### config.mk
export PLATFORM = sky130hd
export DESIGN_NAME = roi_depth_mean
export DESIGN_NICKNAME = d
export VERILOG_FILES = /design/src/sv/rdm_pkg.sv /design/src/sv/rdm_ctrl.sv /design/src/sv/rdm_datapath.sv /design/src/sv/roi_depth_mean.sv
export SDC_FILE = /design/constraint.sdc
export NUM_CORES = 1
export LEC_CHECK = 0
export BUFFER_PORTS_ARGS = -buffer_cell sky130_fd_sc_hd__buf_2
export CORE_AREA = 2 2 163 229
export CTS_BUF_LIST = sky130_fd_sc_hd__clkbuf_8
export CTS_CLUSTER_SIZE = 25
export DETAILED_ROUTE_END_ITERATION = 16
export DIE_AREA = 0 0 165 231
export PLACE_DENSITY = 0.71
export SYNTH_ARGS = -nofsm -noshare
export SYNTH_HDL_FRONTEND = slang
export SYNTH_HIERARCHICAL = 1
export SYNTH_SLANG_ARGS = --single-unit
### constraint.sdc
create_clock -name clock -period 7.5 [get_ports clock]
set_input_delay 1.5 -clock clock [delete_from_list [all_inputs] [get_ports clock]]
set_output_delay 1.5 -clock clock [all_outputs]
set_load 0.01 [all_outputs]
### src/sv/rdm_pkg.sv
// Shared constants, CSR register indices and controller/datapath structs
// for roi_depth_mean. No dependencies.
package rdm_pkg;

   // Sizing
   localparam int MAX_WIDTH   = 4096;
   localparam int MAX_HEIGHT  = 4096;
   localparam int SAMPLE_BITS = 16;

   // Fixed field widths
   localparam int SAMPLE_W   = 16;
   localparam int WIDTH_W    = 13;
   localparam int LEFT_W     = 12;
   localparam int TOP_W      = 12;
   localparam int COLS_W     = 13;
   localparam int ROWS_W     = 13;
   localparam int CSR_DATA_W = 13;
   localparam int CSR_IDX_W  = 3;
   localparam int SUM_W      = 40;
   localparam int COUNT_W    = 25;
   localparam int MEAN_W     = 16;

   // Derived widths
   localparam int COL_W     = $clog2(MAX_WIDTH);
   localparam int ROW_W     = $clog2(MAX_HEIGHT);
   localparam int POS_EXT_W = 16;
   localparam int STEP_W    = $clog2(SUM_W);

   localparam logic [SAMPLE_W-1:0] SAMPLE_MASK = SAMPLE_W'((64'd1 << SAMPLE_BITS) - 64'd1);
   localparam logic [SUM_W-1:0]    SAMPLE_MAX  = SUM_W'((64'd1 << SAMPLE_BITS) - 64'd1);

   // CSR reset values
   localparam logic [WIDTH_W-1:0] WIDTH_RST = WIDTH_W'(640);
   localparam logic [COLS_W-1:0]  COLS_RST  = COLS_W'(640);
   localparam logic [ROWS_W-1:0]  ROWS_RST  = ROWS_W'(480);

   typedef enum logic [CSR_IDX_W-1:0] {
      CSR_IMAGE_WIDTH = 3'd0,
      CSR_ROI_LEFT    = 3'd1,
      CSR_ROI_TOP     = 3'd2,
      CSR_ROI_COLUMNS = 3'd3,
      CSR_ROI_ROWS    = 3'd4
   } csr_index_type;

   // Controller to datapath
   typedef struct packed {
      logic accept;    // input transaction taken this cycle
      logic start;     // load divider from the closing frame
      logic step;      // one restoring-division step
      logic load_out;  // move quotient into the result register
   } dp_cmd_type;

   // Datapath to controller
   typedef struct packed {
      logic div_last;  // final division step in progress
   } dp_sts_type;

endpackage

### src/sv/rdm_ctrl.sv
// Controller for roi_depth_mean: accumulate / divide / deliver sequencing
// and the result valid flag. Depends on rdm_pkg.
module rdm_ctrl (
   input  logic                clock,
   input  logic                reset,
   input  logic                req_valid,
   input  logic                req_frame_last,
   output logic                req_ready,
   output logic                rsp_valid,
   input  logic                rsp_ready,
   output rdm_pkg::dp_cmd_type cmd,
   input  rdm_pkg::dp_sts_type sts
);
   import rdm_pkg::*;

   typedef enum logic [2:0] {
      ST_ACC  = 3'b001,
      ST_DIV  = 3'b010,
      ST_DONE = 3'b100
   } state_type;

   state_type state_ff, state_in;
   logic      rsp_valid_ff, rsp_valid_in;
   logic      take;

   assign req_ready = (state_ff == ST_ACC);
   assign take      = req_valid && req_ready;
   assign rsp_valid = rsp_valid_ff;

   // Next state and commands
   always_comb begin
      state_in     = state_ff;
      rsp_valid_in = rsp_valid_ff && !rsp_ready;
      cmd          = '0;
      cmd.accept   = take;
      case (state_ff)
         ST_ACC: begin
            if (take && req_frame_last) begin
               cmd.start = 1'b1;
               state_in  = ST_DIV;
            end
         end
         ST_DIV: begin
            cmd.step = 1'b1;
            if (sts.div_last) state_in = ST_DONE;
         end
         ST_DONE: begin
            // output register free or being emptied this cycle
            if (!rsp_valid_ff || rsp_ready) begin
               cmd.load_out = 1'b1;
               rsp_valid_in = 1'b1;
               state_in     = ST_ACC;
            end
         end
         default: state_in = ST_ACC;
      endcase
   end

   always_ff @(posedge clock) begin
      if (reset) begin
         state_ff     <= ST_ACC;
         rsp_valid_ff <= 1'b0;
      end else begin
         state_ff     <= state_in;
         rsp_valid_ff <= rsp_valid_in;
      end
   end

endmodule

### src/sv/rdm_datapath.sv
// Datapath for roi_depth_mean: CSRs, raster position, rectangle test,
// saturating accumulators, bit-serial divider and result register. Depends on rdm_pkg.
module rdm_datapath (
   input  logic                                 clock,
   input  logic                                 reset,
   input  logic                                 csr_wr_en,
   input  logic [rdm_pkg::CSR_IDX_W-1:0]        csr_index,
   input  logic [rdm_pkg::CSR_DATA_W-1:0]       csr_wdata,
   input  logic [rdm_pkg::SAMPLE_W-1:0]         req_depth_sample,
   input  logic                                 req_frame_first,
   input  logic                                 req_frame_last,
   input  rdm_pkg::dp_cmd_type                  cmd,
   output rdm_pkg::dp_sts_type                  sts,
   output logic [rdm_pkg::MEAN_W-1:0]           rsp_mean_depth,
   output logic [rdm_pkg::COUNT_W-1:0]          rsp_sample_count
);
   import rdm_pkg::*;

   // Configuration registers
   logic [WIDTH_W-1:0] width_ff;
   logic [LEFT_W-1:0]  left_ff;
   logic [TOP_W-1:0]   top_ff;
   logic [COLS_W-1:0]  cols_ff;
   logic [ROWS_W-1:0]  rows_ff;

   // Frame state
   logic [COL_W-1:0]   col_ff, col_in, col_cur;
   logic [ROW_W-1:0]   row_ff, row_in, row_cur;
   logic [SUM_W-1:0]   sum_ff, sum_cur, sum_new;
   logic [COUNT_W-1:0] cnt_ff, cnt_cur, cnt_new;

   // Divider
   logic [SUM_W-1:0]   quo_ff;
   logic [COUNT_W-1:0] rem_ff, dvs_ff, res_cnt_ff;
   logic [STEP_W-1:0]  step_ff;
   logic [COUNT_W:0]   rem_sh, diff;
   logic               q_bit;

   // Result register
   logic [MEAN_W-1:0]  mean_ff;
   logic [COUNT_W-1:0] out_cnt_ff;

   logic [POS_EXT_W-1:0] eff_w, col_end, row_end, col_inc, row_inc, col_x, row_x;
   logic [SUM_W:0]       sum_add;
   logic [SAMPLE_W-1:0]  sample;
   logic                 in_roi;

   // CSR writes; unknown indices are dropped
   always_ff @(posedge clock) begin
      if (reset) begin
         width_ff <= WIDTH_RST;
         left_ff  <= '0;
         top_ff   <= '0;
         cols_ff  <= COLS_RST;
         rows_ff  <= ROWS_RST;
      end else if (csr_wr_en) begin
         case (csr_index)
            CSR_IMAGE_WIDTH: width_ff <= csr_wdata[WIDTH_W-1:0];
            CSR_ROI_LEFT:    left_ff  <= csr_wdata[LEFT_W-1:0];
            CSR_ROI_TOP:     top_ff   <= csr_wdata[TOP_W-1:0];
            CSR_ROI_COLUMNS: cols_ff  <= csr_wdata[COLS_W-1:0];
            CSR_ROI_ROWS:    rows_ff  <= csr_wdata[ROWS_W-1:0];
            default: ;
         endcase
      end
   end

   // Rectangle test and accumulation for the incoming sample
   always_comb begin
      sample  = req_depth_sample & SAMPLE_MASK;
      col_cur = req_frame_first ? '0 : col_ff;
      row_cur = req_frame_first ? '0 : row_ff;
      sum_cur = req_frame_first ? '0 : sum_ff;
      cnt_cur = req_frame_first ? '0 : cnt_ff;

      // width clamp: zero acts as one, oversize acts as the maximum
      if (width_ff == '0)
         eff_w = POS_EXT_W'(1);
      else if (POS_EXT_W'(width_ff) > POS_EXT_W'(MAX_WIDTH))
         eff_w = POS_EXT_W'(MAX_WIDTH);
      else
         eff_w = POS_EXT_W'(width_ff);

      col_end = POS_EXT_W'(left_ff) + POS_EXT_W'(cols_ff);
      if (col_end > eff_w) col_end = eff_w;
      row_end = POS_EXT_W'(top_ff) + POS_EXT_W'(rows_ff);

      col_x  = POS_EXT_W'(col_cur);
      row_x  = POS_EXT_W'(row_cur);
      in_roi = (col_x >= POS_EXT_W'(left_ff)) && (col_x < col_end) &&
               (row_x >= POS_EXT_W'(top_ff)) && (row_x < row_end);

      sum_add = {1'b0, sum_cur} + (SUM_W + 1)'(sample);
      sum_new = sum_cur;
      cnt_new = cnt_cur;
      if (in_roi) begin
         sum_new = sum_add[SUM_W] ? '1 : sum_add[SUM_W-1:0];
         if (cnt_cur != '1) cnt_new = cnt_cur + COUNT_W'(1);
      end

      // raster advance
      col_inc = col_x + POS_EXT_W'(1);
      row_inc = row_x + POS_EXT_W'(1);
      if (col_inc >= eff_w) begin
         col_in = '0;
         row_in = (row_inc >= POS_EXT_W'(MAX_HEIGHT)) ? '0 : row_inc[ROW_W-1:0];
      end else begin
         col_in = col_inc[COL_W-1:0];
         row_in = row_cur;
      end
   end

   // Frame state; cleared after the closing sample
   always_ff @(posedge clock) begin
      if (reset) begin
         col_ff <= '0;
         row_ff <= '0;
         sum_ff <= '0;
         cnt_ff <= '0;
      end else if (cmd.accept) begin
         if (req_frame_last) begin
            col_ff <= '0;
            row_ff <= '0;
            sum_ff <= '0;
            cnt_ff <= '0;
         end else begin
            col_ff <= col_in;
            row_ff <= row_in;
            sum_ff <= sum_new;
            cnt_ff <= cnt_new;
         end
      end
   end

   // Restoring division step: one quotient bit per cycle
   always_comb begin
      rem_sh = {rem_ff, quo_ff[SUM_W-1]};
      diff   = rem_sh - {1'b0, dvs_ff};
      q_bit  = !diff[COUNT_W];
   end

   assign sts.div_last = (step_ff == STEP_W'(SUM_W - 1));

   always_ff @(posedge clock) begin
      if (cmd.start) begin
         quo_ff     <= sum_new;
         rem_ff     <= '0;
         dvs_ff     <= (cnt_new == '0) ? COUNT_W'(1) : cnt_new;
         res_cnt_ff <= cnt_new;
         step_ff    <= '0;
      end else if (cmd.step) begin
         rem_ff  <= q_bit ? diff[COUNT_W-1:0] : rem_sh[COUNT_W-1:0];
         quo_ff  <= {quo_ff[SUM_W-2:0], q_bit};
         step_ff <= step_ff + STEP_W'(1);
      end
   end

   // Result register, mean saturated at the largest sample
   always_ff @(posedge clock) begin
      if (cmd.load_out) begin
         mean_ff    <= (quo_ff > SAMPLE_MAX) ? SAMPLE_MAX[MEAN_W-1:0] : quo_ff[MEAN_W-1:0];
         out_cnt_ff <= res_cnt_ff;
      end
   end

   assign rsp_mean_depth   = mean_ff;
   assign rsp_sample_count = out_cnt_ff;

endmodule

### src/sv/roi_depth_mean.sv
// roi_depth_mean: mean depth inside a rectangle of a raster-order depth frame.
// Throughput: one sample per cycle inside a frame (req_ready high while accumulating).
// After the frame_last transaction the input stalls while a 40-step bit-serial
// divider runs, then until the result register is loaded (later if it is still held).
// rsp_valid is registered and rises once the result register is loaded.
// Reset (synchronous): CSRs to defaults, position/sum/count cleared, no result pending.
module roi_depth_mean (
   input  logic                            clock,
   input  logic                            reset,
   input  logic                            csr_wr_en,
   input  logic [rdm_pkg::CSR_IDX_W-1:0]   csr_index,
   input  logic [rdm_pkg::CSR_DATA_W-1:0]  csr_wdata,
   input  logic                            req_valid,
   output logic                            req_ready,
   input  logic [rdm_pkg::SAMPLE_W-1:0]    req_depth_sample,
   input  logic                            req_frame_first,
   input  logic                            req_frame_last,
   output logic                            rsp_valid,
   input  logic                            rsp_ready,
   output logic [rdm_pkg::MEAN_W-1:0]      rsp_mean_depth,
   output logic [rdm_pkg::COUNT_W-1:0]     rsp_sample_count
);
   import rdm_pkg::*;

   dp_cmd_type cmd;
   dp_sts_type sts;

   // Sequencing
   rdm_ctrl u_ctrl (
      .clock          (clock),
      .reset          (reset),
      .req_valid      (req_valid),
      .req_frame_last (req_frame_last),
      .req_ready      (req_ready),
      .rsp_valid      (rsp_valid),
      .rsp_ready      (rsp_ready),
      .cmd            (cmd),
      .sts            (sts)
   );

   // Arithmetic and storage
   rdm_datapath u_dp (
      .clock            (clock),
      .reset            (reset),
      .csr_wr_en        (csr_wr_en),
      .csr_index        (csr_index),
      .csr_wdata        (csr_wdata),
      .req_depth_sample (req_depth_sample),
      .req_frame_first  (req_frame_first),
      .req_frame_last   (req_frame_last),
      .cmd              (cmd),
      .sts              (sts),
      .rsp_mean_depth   (rsp_mean_depth),
      .rsp_sample_count (rsp_sample_count)
   );

endmodule

==> results.md, run 1 <==
* Result of the run: completed
* Ranking of synthesized cells by area: edfxtp_1 20%, dfxtp_1 19%, ha_1 9.1%
* CORE AREA at 0.0362 mm2
* Sequential element share of the synthesized area at 39.7%
* Pins Over Slew Limit at 0
* Number of fill cells in the layout at 3197
* Reg-to-reg critical path endpoint: u_dp/dvs_ff[0]
* Wire length per cell after detailed routing at 18.0 um
* Worst reg-to-reg setup slack at 0.43 ns
* H-Tree Depth at 2
* Critical path start-end classification: reg2reg
* Seq cells post-synth at 318
* Number of rows in the core area at 83
* Floorplan die area at 0.0381 mm2
* Start of the worst register-to-register path: u_dp/left_ff[0]
* Number of DRC markers in iteration 0 at 1222
* Transition time of the tightest slew-check pin at 1.07 ns
* Clock transition at the register clock pins on the worst setup and hold paths after CTS at 0.07 ns
* Number of flops mapped to enable cells by yosys at 131
* Element type at the critical path end: flip-flop
* Final WS setup at 0.427 ns
* Clock tree from TritonCTS: built
* Overall via count from detail_route at 16400
* Post-synthesis cell area at 0.0193 mm2
* Detailed Place HPWL at 36.0 mm
* Share of Yosys cell area claimed by the top area cell type at 20.3%
* Worst supply voltage drop on vdd at 0.132 mV
* Top cell type by total area after synthesis: edfxtp_1
* Cell count of the worst reg-to-reg path at 28
* Share of the clock period used by the worst path after layout at 94.3%
* Routed WL at 49.3 mm
* Clock root buffer master: clkbuf_8
* Post-route clock skew at 0.0345 ns
* Largest net degree at the start of global routing at 81
* Met3 layer usage reported by global route at 3.13%
* IO Pins at 82
* Worst-Skew Late Latency at 0.62 ns
* GRT Overall Usage at 25.8%
* WHS Path Cells at 0
* Share of cells above drive strength 1 at 11.2%
* GPL Wtd Cong at 0.957
* Most used cells in the layout excluding fill and tap cells: 262 x nand2_1, 187 x dfxtp_1, 162 x a21oi_1, 159 x nor2_1, 141 x ha_1
* Met2 global-route usage at 46.7%
* Max frequency at 0.141 GHz
* CP Data Required Time at 7.98 ns
* Startpoint types: flip-flop
* Initial standard-cell utilization of the core at 53.4%
* Grt total ovfl at 0
* Number of buffers on the longest clock path at 3
* Horizontal die dimension at 165 um
* # setup viols final at 0
* Net count after synthesis at 2349
* Utilization after layout at 58.7%
* Highest-utilization routing layer at the global route stage: met2
* Clock sink total at 318
* Total leakage power at 8.47 nW
* Via density per instance at 5.98
* Yosys synthesis warning count at 6
* Data arrival time of the critical path at 7.55 ns
* Startpoint of the tightest hold check path: u_dp/res_cnt_ff[5]
* Number of buffers created by CTS at 51
* Number of search-and-repair iterations in the first detailed-routing pass at 7
* Buffers added on ports at 81
* Hold buffer count at CTS at 0
* Number of global-route vias before repair at 15800
* Synth async-reset ratio at 0%
* Hold Fails Final Rpt at 0
* Slowest stage delay, CP at 0.47 ns
* Synth-to-Final Area Change at 10.1%
* Post-synthesis cell count at 2165
* Net total in the final layout at 2413
* Syn avg cell area at 8.93 um2
* Die Ht at 231 um
* Antenna violations before repair at 0
* Critical path fanouts, max at 9
* Type of the worst min-delay path: reg2reg
* Met1 Resource Use GR at 30.2%
* Synth unique cells at 93
* Post-route DRC at 0
* Most common cell after layout, fill and taps aside: nand2_1
* Minimum period implied by the final worst setup slack at 7.07 ns
* Dominant synthesized flop cell: dfxtp_1
* First-pass GRT wire length at 79.7 mm
* Max_cap viols at 0
* Hold Path Sink: u_dp/rsp_sample_count[5]
* Cell with the largest stage delay on the worst path: or4_1
* Post-placement setup slack at 0.315 ns
* Max_slew headroom at 28.3%
* Number of nets with antenna violations after detailed routing at 0
* ANT cells at 0
* Pwr dens at 197 mW/mm2
==> per-stage QoR <==
| step | hold slack, ns | std cells | TNS, ns | power, mW | cell area (um2) |
|---|---|---|---|---|---|
| detailed placement | 0.406 | 2642 | 0 | 2.69 | 20200 |
| global route | 0.409 | 2736 | -0.000523 | 4.39 | 21300 |
| CTS | 0.396 | 2735 | 0 | 4.22 | 21200 |
| floorplan | 0.400 | 2165 | 0 | 2.50 | 19300 |
| global placement | 0.403 | 2642 | 0 | 2.67 | 20200 |
| finish | 0.403 | 2736 | 0 | 4.20 | 21300 |
==> routing by layer <==
metal / vias to the layer above / wire length (um)
met4: 0 / 2260
met2: 488 / 25000
met1: 7745 / 19600
met3: 136 / 2440
li1: 8004 / -
met5: - / 0
==> where the power goes <==
part           switching, mW  internal, mW  total (mW)
Sequential            0.0367          1.86        1.90
Combinational          0.473         0.301       0.774
Clock                  0.703         0.820        1.52
Total                   1.21          2.98        4.20
==> layout make-up <==
type	instances	area, um2	share of cell area [%]
multi-input cells	1638	10900	51.3
clock inverters	34	224	1.05
well taps	467	584	2.75
clock buffers	59	812	3.82
flip-flops and latches	318	7680	36.1
repair buffers	116	673	3.16
inverters	104	390	1.83
==> critical path: cells and delay by family, from the launching register on <==
family	cells	cell delay, ns
mux	1	0.35
compound gates	19	4.03
fa+ha+maj	4	1.24
buf+inv	2	0.36
flops	1	0.33
simple gates	2	0.67
==> state kept, by name (all words and copies together) (netlist names) <==
signal                 flops
u_ctrl/rsp_valid           1
u_ctrl/state_ff            3
u_dp/cnt_ff               25
u_dp/col_ff               12
u_dp/cols_ff              13
u_dp/dvs_ff               25
u_dp/left_ff              12
u_dp/quo_ff               40
u_dp/rem_ff               25
u_dp/res_cnt_ff           25
u_dp/row_ff               12
u_dp/rows_ff              13
u_dp/rsp_mean_depth       16
u_dp/rsp_sample_count     25
u_dp/step_ff               6
u_dp/sum_ff               40
u_dp/top_ff               12
u_dp/width_ff             13
==> cells in the mapped netlist, drive strengths merged (19+ instances only) <==
| cell | n |
|---|---|
| a211o | 19 |
| nand4 | 26 |
| a22oi | 37 |
| a21o | 41 |
| ha | 141 |
| a31oi | 37 |
| nor2 | 162 |
| clkbuf | 86 |
| xnor2 | 70 |
| mux2i | 48 |
| inv | 103 |
| a211oi | 39 |
| and3 | 54 |
| a21oi | 163 |
| buf | 19 |
| dfxtp | 187 |
| nor2b | 64 |
| nor3 | 27 |
| xor2 | 28 |
| edfxtp | 131 |
| nand2 | 263 |
| nand3 | 55 |
| o21ai | 98 |
==> worst max-delay path by stage <==
stage                          from        endpoint  depth (start not counted)
finish              u_dp/left_ff[0]  u_dp/dvs_ff[0]                         28
global route        u_dp/left_ff[1]  u_dp/dvs_ff[0]                         31
CTS                 u_dp/left_ff[1]  u_dp/dvs_ff[0]                         29
detailed placement  u_dp/left_ff[1]  u_dp/dvs_ff[0]                         29
global placement    u_dp/left_ff[1]  u_dp/dvs_ff[0]                         31
floorplan           u_dp/left_ff[1]  u_dp/dvs_ff[0]                         30
==> kinds of logic after synthesis <==
kind of cell | Yosys count | share of synthesized area [%]
and+or+nand+nor | 768 | 19.4
xor gates and xnor gates | 98 | 4.44
AOI/OAI and AO/OA | 564 | 19.4
DFF | 318 | 39.7
adders and majority gates | 145 | 9.54
muxes | 63 | 3.36
buffers and inverters | 209 | 4.21
==> repair_timing <==
| action | in CTS | in global routing |
|---|---|---|
| buffers inserted | 0 | 1 |
| endpoints found under the hold margin | 0 | 0 |
| gates resized for setup | 0 | 12 |
| endpoints found under the setup margin | 0 | 16 |
Note: power is estimated with default switching activity, not from simulation.
==> run 2: changes to the inputs <==
--- a/config.mk
+++ b/config.mk
@@ -6,13 +6,12 @@
 export NUM_CORES = 1
 export LEC_CHECK = 0
 export BUFFER_PORTS_ARGS = -buffer_cell sky130_fd_sc_hd__buf_2
-export CORE_AREA = 2 2 163 229
+export CORE_AREA = 2 2 162 228
 export CTS_BUF_LIST = sky130_fd_sc_hd__clkbuf_8
 export CTS_CLUSTER_SIZE = 25
 export DETAILED_ROUTE_END_ITERATION = 16
-export DIE_AREA = 0 0 165 231
+export DIE_AREA = 0 0 164 230
 export PLACE_DENSITY = 0.71
 export SYNTH_ARGS = -nofsm -noshare
 export SYNTH_HDL_FRONTEND = slang
-export SYNTH_HIERARCHICAL = 1
 export SYNTH_SLANG_ARGS = --single-unit
==> run 2 against run 1 <==
Effect of this change: maximum frequency is 0.99% higher; register-to-register slack better by 0.07 ns; worst hold slack better by 0.012 ns; synthesized cell count is 0.69% higher; wire length is 3.3% lower; setup slack better by 0.069 ns.
==> results.md, run 2 <==
* Syn avg cell area at 8.77 um2 (-1.8%)
* Number of buffers created by CTS at 51 (unchanged)
* Number of search-and-repair iterations in the first detailed-routing pass at 5 (-2)
* Dominant synthesized flop cell: dfxtp_1
* Number of DRC markers in iteration 0 at 1311 (+7.3%)
* Met1 Resource Use GR at 29.9% (-0.34 points)
* Number of flops mapped to enable cells by yosys at 131 (unchanged)
* Utilization after layout at 59.4% (+0.67 points)
* Critical path fanouts, max at 16 (+7)
* Die Ht at 230 um (-0.43%)
* Net total in the final layout at 2435 (+0.91%)
* Most common cell after layout, fill and taps aside: nand2_1
* Worst reg-to-reg setup slack at 0.50 ns (+0.07 ns)
* Grt total ovfl at 0 (unchanged)
* Minimum period implied by the final worst setup slack at 7.00 ns (-0.0692 ns)
* Worst-Skew Late Latency at 0.63 ns (about the same)
* Clock sink total at 318 (unchanged)
* Total leakage power at 8.32 nW (-1.9%)
* Element type at the critical path end: flip-flop
* Number of nets with antenna violations after detailed routing at 0 (unchanged)
* CORE AREA at 0.0356 mm2 (-1.8%)
* GRT Overall Usage at 25.3% (-0.54 points)
* Horizontal die dimension at 164 um (-0.61%)
* Worst supply voltage drop on vdd at 0.142 mV (+7.7%)
* Clock transition at the register clock pins on the worst setup and hold paths after CTS at 0.07 ns (about the same)
* Ranking of synthesized cells by area: edfxtp_1 21%, dfxtp_1 20%, ha_1 9.2%
* Synth unique cells at 92 (-1.1%)
* Top cell type by total area after synthesis: edfxtp_1
* Post-synthesis cell count at 2180 (+0.69%)
* Share of Yosys cell area claimed by the top area cell type at 20.6% (+0.24 points)
* Number of buffers on the longest clock path at 3 (unchanged)
* Biggest registers after layout: u_dp.quo_ff (40), u_dp.sum_ff (40)
* # setup viols final at 0 (unchanged)
* Worst hold slack after final layout at 0.415 ns (+0.0119 ns)
* Routed WL at 47.7 mm (-3.3%)
* Via density per instance at 5.86 (-2.0%)
* Dominant cell type by count on the critical path: a21oi_1
* Max_slew headroom at 26.2% (-2.2 points)
* Sequential element share of the synthesized area at 40.2% (+0.47 points)
* Cell with the most instances after synthesis: nand2_1
* Net count after synthesis at 2364 (+0.64%)
* Clock root buffer master: clkbuf_8
* Pins Over Slew Limit at 0 (unchanged)
* Data arrival time of the critical path at 7.53 ns (-0.02 ns)
* Synth async-reset ratio at 0% (unchanged)
* Post-placement setup slack at -0.170 ns (-0.485 ns)
* Seq cells post-synth at 318 (unchanged)
* Slowest stage delay, CP at 0.41 ns (-0.06 ns)
* Number of rows in the core area at 82 (-1.2%)
* Final WS setup at 0.496 ns (+0.0692 ns)
* Max_cap viols at 0 (unchanged)
* Post-synthesis cell area at 0.0191 mm2 (-1.2%)
* Result of the run: completed
* GPL Wtd Cong at 0.884 (-7.6%)
* Synth-to-Final Area Change at 10.6%
* CP Data Required Time at 8.02 ns (+0.04 ns)
* Post-route clock skew at 0.0249 ns (-0.00962 ns)
* First-pass GRT wire length at 78.2 mm (-1.8%)
* Max frequency at 0.143 GHz (+0.99%)
* Hold Fails Final Rpt at 0 (unchanged)
* Critical path start-end classification: reg2reg
* Post-route DRC at 0 (unchanged)
* Initial standard-cell utilization of the core at 53.7% (+0.33 points)
* Hold buffer count at CTS at 0 (unchanged)
* Overall via count from detail_route at 16200 (-1.3%)
* H-Tree Depth at 2 (unchanged)
* Detailed Place HPWL at 33.4 mm (-7.2%)
* Dpl cell area at 0.0199 mm2 (-1.3%)
* Clock tree from TritonCTS: built
* Synth cell count leaders: 324 x nand2_1, 199 x nor2_1, 187 x dfxtp_1
* Floorplan die area at 0.0377 mm2 (-1.0%)
* Antenna violations before repair at 2 (+2)
* Transition time of the tightest slew-check pin at 1.11 ns (+0.0325 ns)
* Cell with the largest stage delay on the worst path: a221o_1
* Most used cells in the layout excluding fill and tap cells: 323 x nand2_1, 197 x nor2_1, 187 x dfxtp_1, 146 x a21oi_1, 141 x ha_1
* Wire length per cell after detailed routing at 17.3 um (-4.0%)
* Share of cells above drive strength 1 at 10.8% (-0.33 points)
* Startpoint types: flip-flop
* Met2 global-route usage at 45.6% (-1.1 points)
* Buffers added on ports at 81 (unchanged)
* IO Pins at 82 (unchanged)
* Type of the worst min-delay path: reg2reg
* Pwr dens at 190 mW/mm2 (-3.5%)
* Highest-utilization routing layer at the global route stage: met2
* Number of global-route vias before repair at 16100 (+1.9%)
* Setup TNS at 0 ns (unchanged)
* Non-Filler Cell Area, Final at 0.0211 mm2 (-0.66%)
* Share of the clock period used by the worst path after layout at 93.4% (-0.92 points)
* Yosys synthesis warning count at 0 (-6)
* Largest net degree at the start of global routing at 102 (+26%)
* Met3 layer usage reported by global route at 3.26% (+0.14 points)
run 2: cell families after synthesis:
kind of cell | count (synthesis) | share of synthesized area, %
buffers and inverters | 189 | 3.96
and+or+nand+nor | 869 | 21.9
muxes | 40 | 2.19
AOI/OAI and AO/OA | 512 | 17.3
adders and majority gates | 145 | 9.65
DFF | 318 | 40.2
xor gates and xnor gates | 107 | 4.90
run 2: cell type report:
class                   count  area (um2)
repair buffers            119         696
multi-input cells        1673       10700
flip-flops and latches    318        7680
well taps                 462         578
inverters                  88         332
clock inverters            35         293
clock buffers              60         826
diodes                      2        5.00
fillers                  3116       14500
run 2: layer usage:
metal	share of wire, %	vias to the layer above
li1	-	7966
met1	41	7645
met2	51	451
met3	4.8	105
met4	3.4	0
met5	0	-
run 2: power breakdown:
| group | internal, mW | leakage (nW) | switching [mW] |
|---|---|---|---|
| Combinational | 0.186 | 4.92 | 0.328 |
| Sequential | 1.85 | 2.78 | 0.0249 |
| Clock | 0.906 | 0.612 | 0.729 |
| Total | 2.94 | 8.32 | 1.08 |
run 2: final timing paths:
check / startpoint / to / cells after the start
worst min-delay path: u_dp.res_cnt_ff[13] / u_dp.rsp_sample_count[13] / 0
worst min register to register: u_dp.res_cnt_ff[13] / u_dp.rsp_sample_count[13] / 0
worst max register to register: u_dp.left_ff[1] / u_dp.sum_ff[39] / 34
worst max-delay path: u_dp.left_ff[1] / u_dp.sum_ff[39] / 34
run 2: critical path, delay by kind of cell (launching register included):
kind | cells | cell delay, ns
multiplexers | 1 | 0.32
buffers and inverters | 3 | 0.63
adder cells (fa/ha/maj) | 3 | 0.85
AND/OR/NAND/NOR | 9 | 1.33
flip-flops | 1 | 0.40
XOR/XNOR | 1 | 0.18
AO/OA/AOI/OAI | 17 | 3.19
run 2: what timing repair did:
action                                  4_1_cts  5_1_grt
pin swaps                                     1        3
gates resized for setup                       0        4
endpoints found under the hold margin         0        0
endpoints found under the setup margin       12       27
setup buffers                                 4        7
run 2: through the flow:
step	total power [mW]	cells
after floorplan	2.26	2180
after global placement	2.38	2649
after detailed placement	2.39	2649
after CTS	4.03	2748
after global routing	4.18	2756
final	4.02	2757
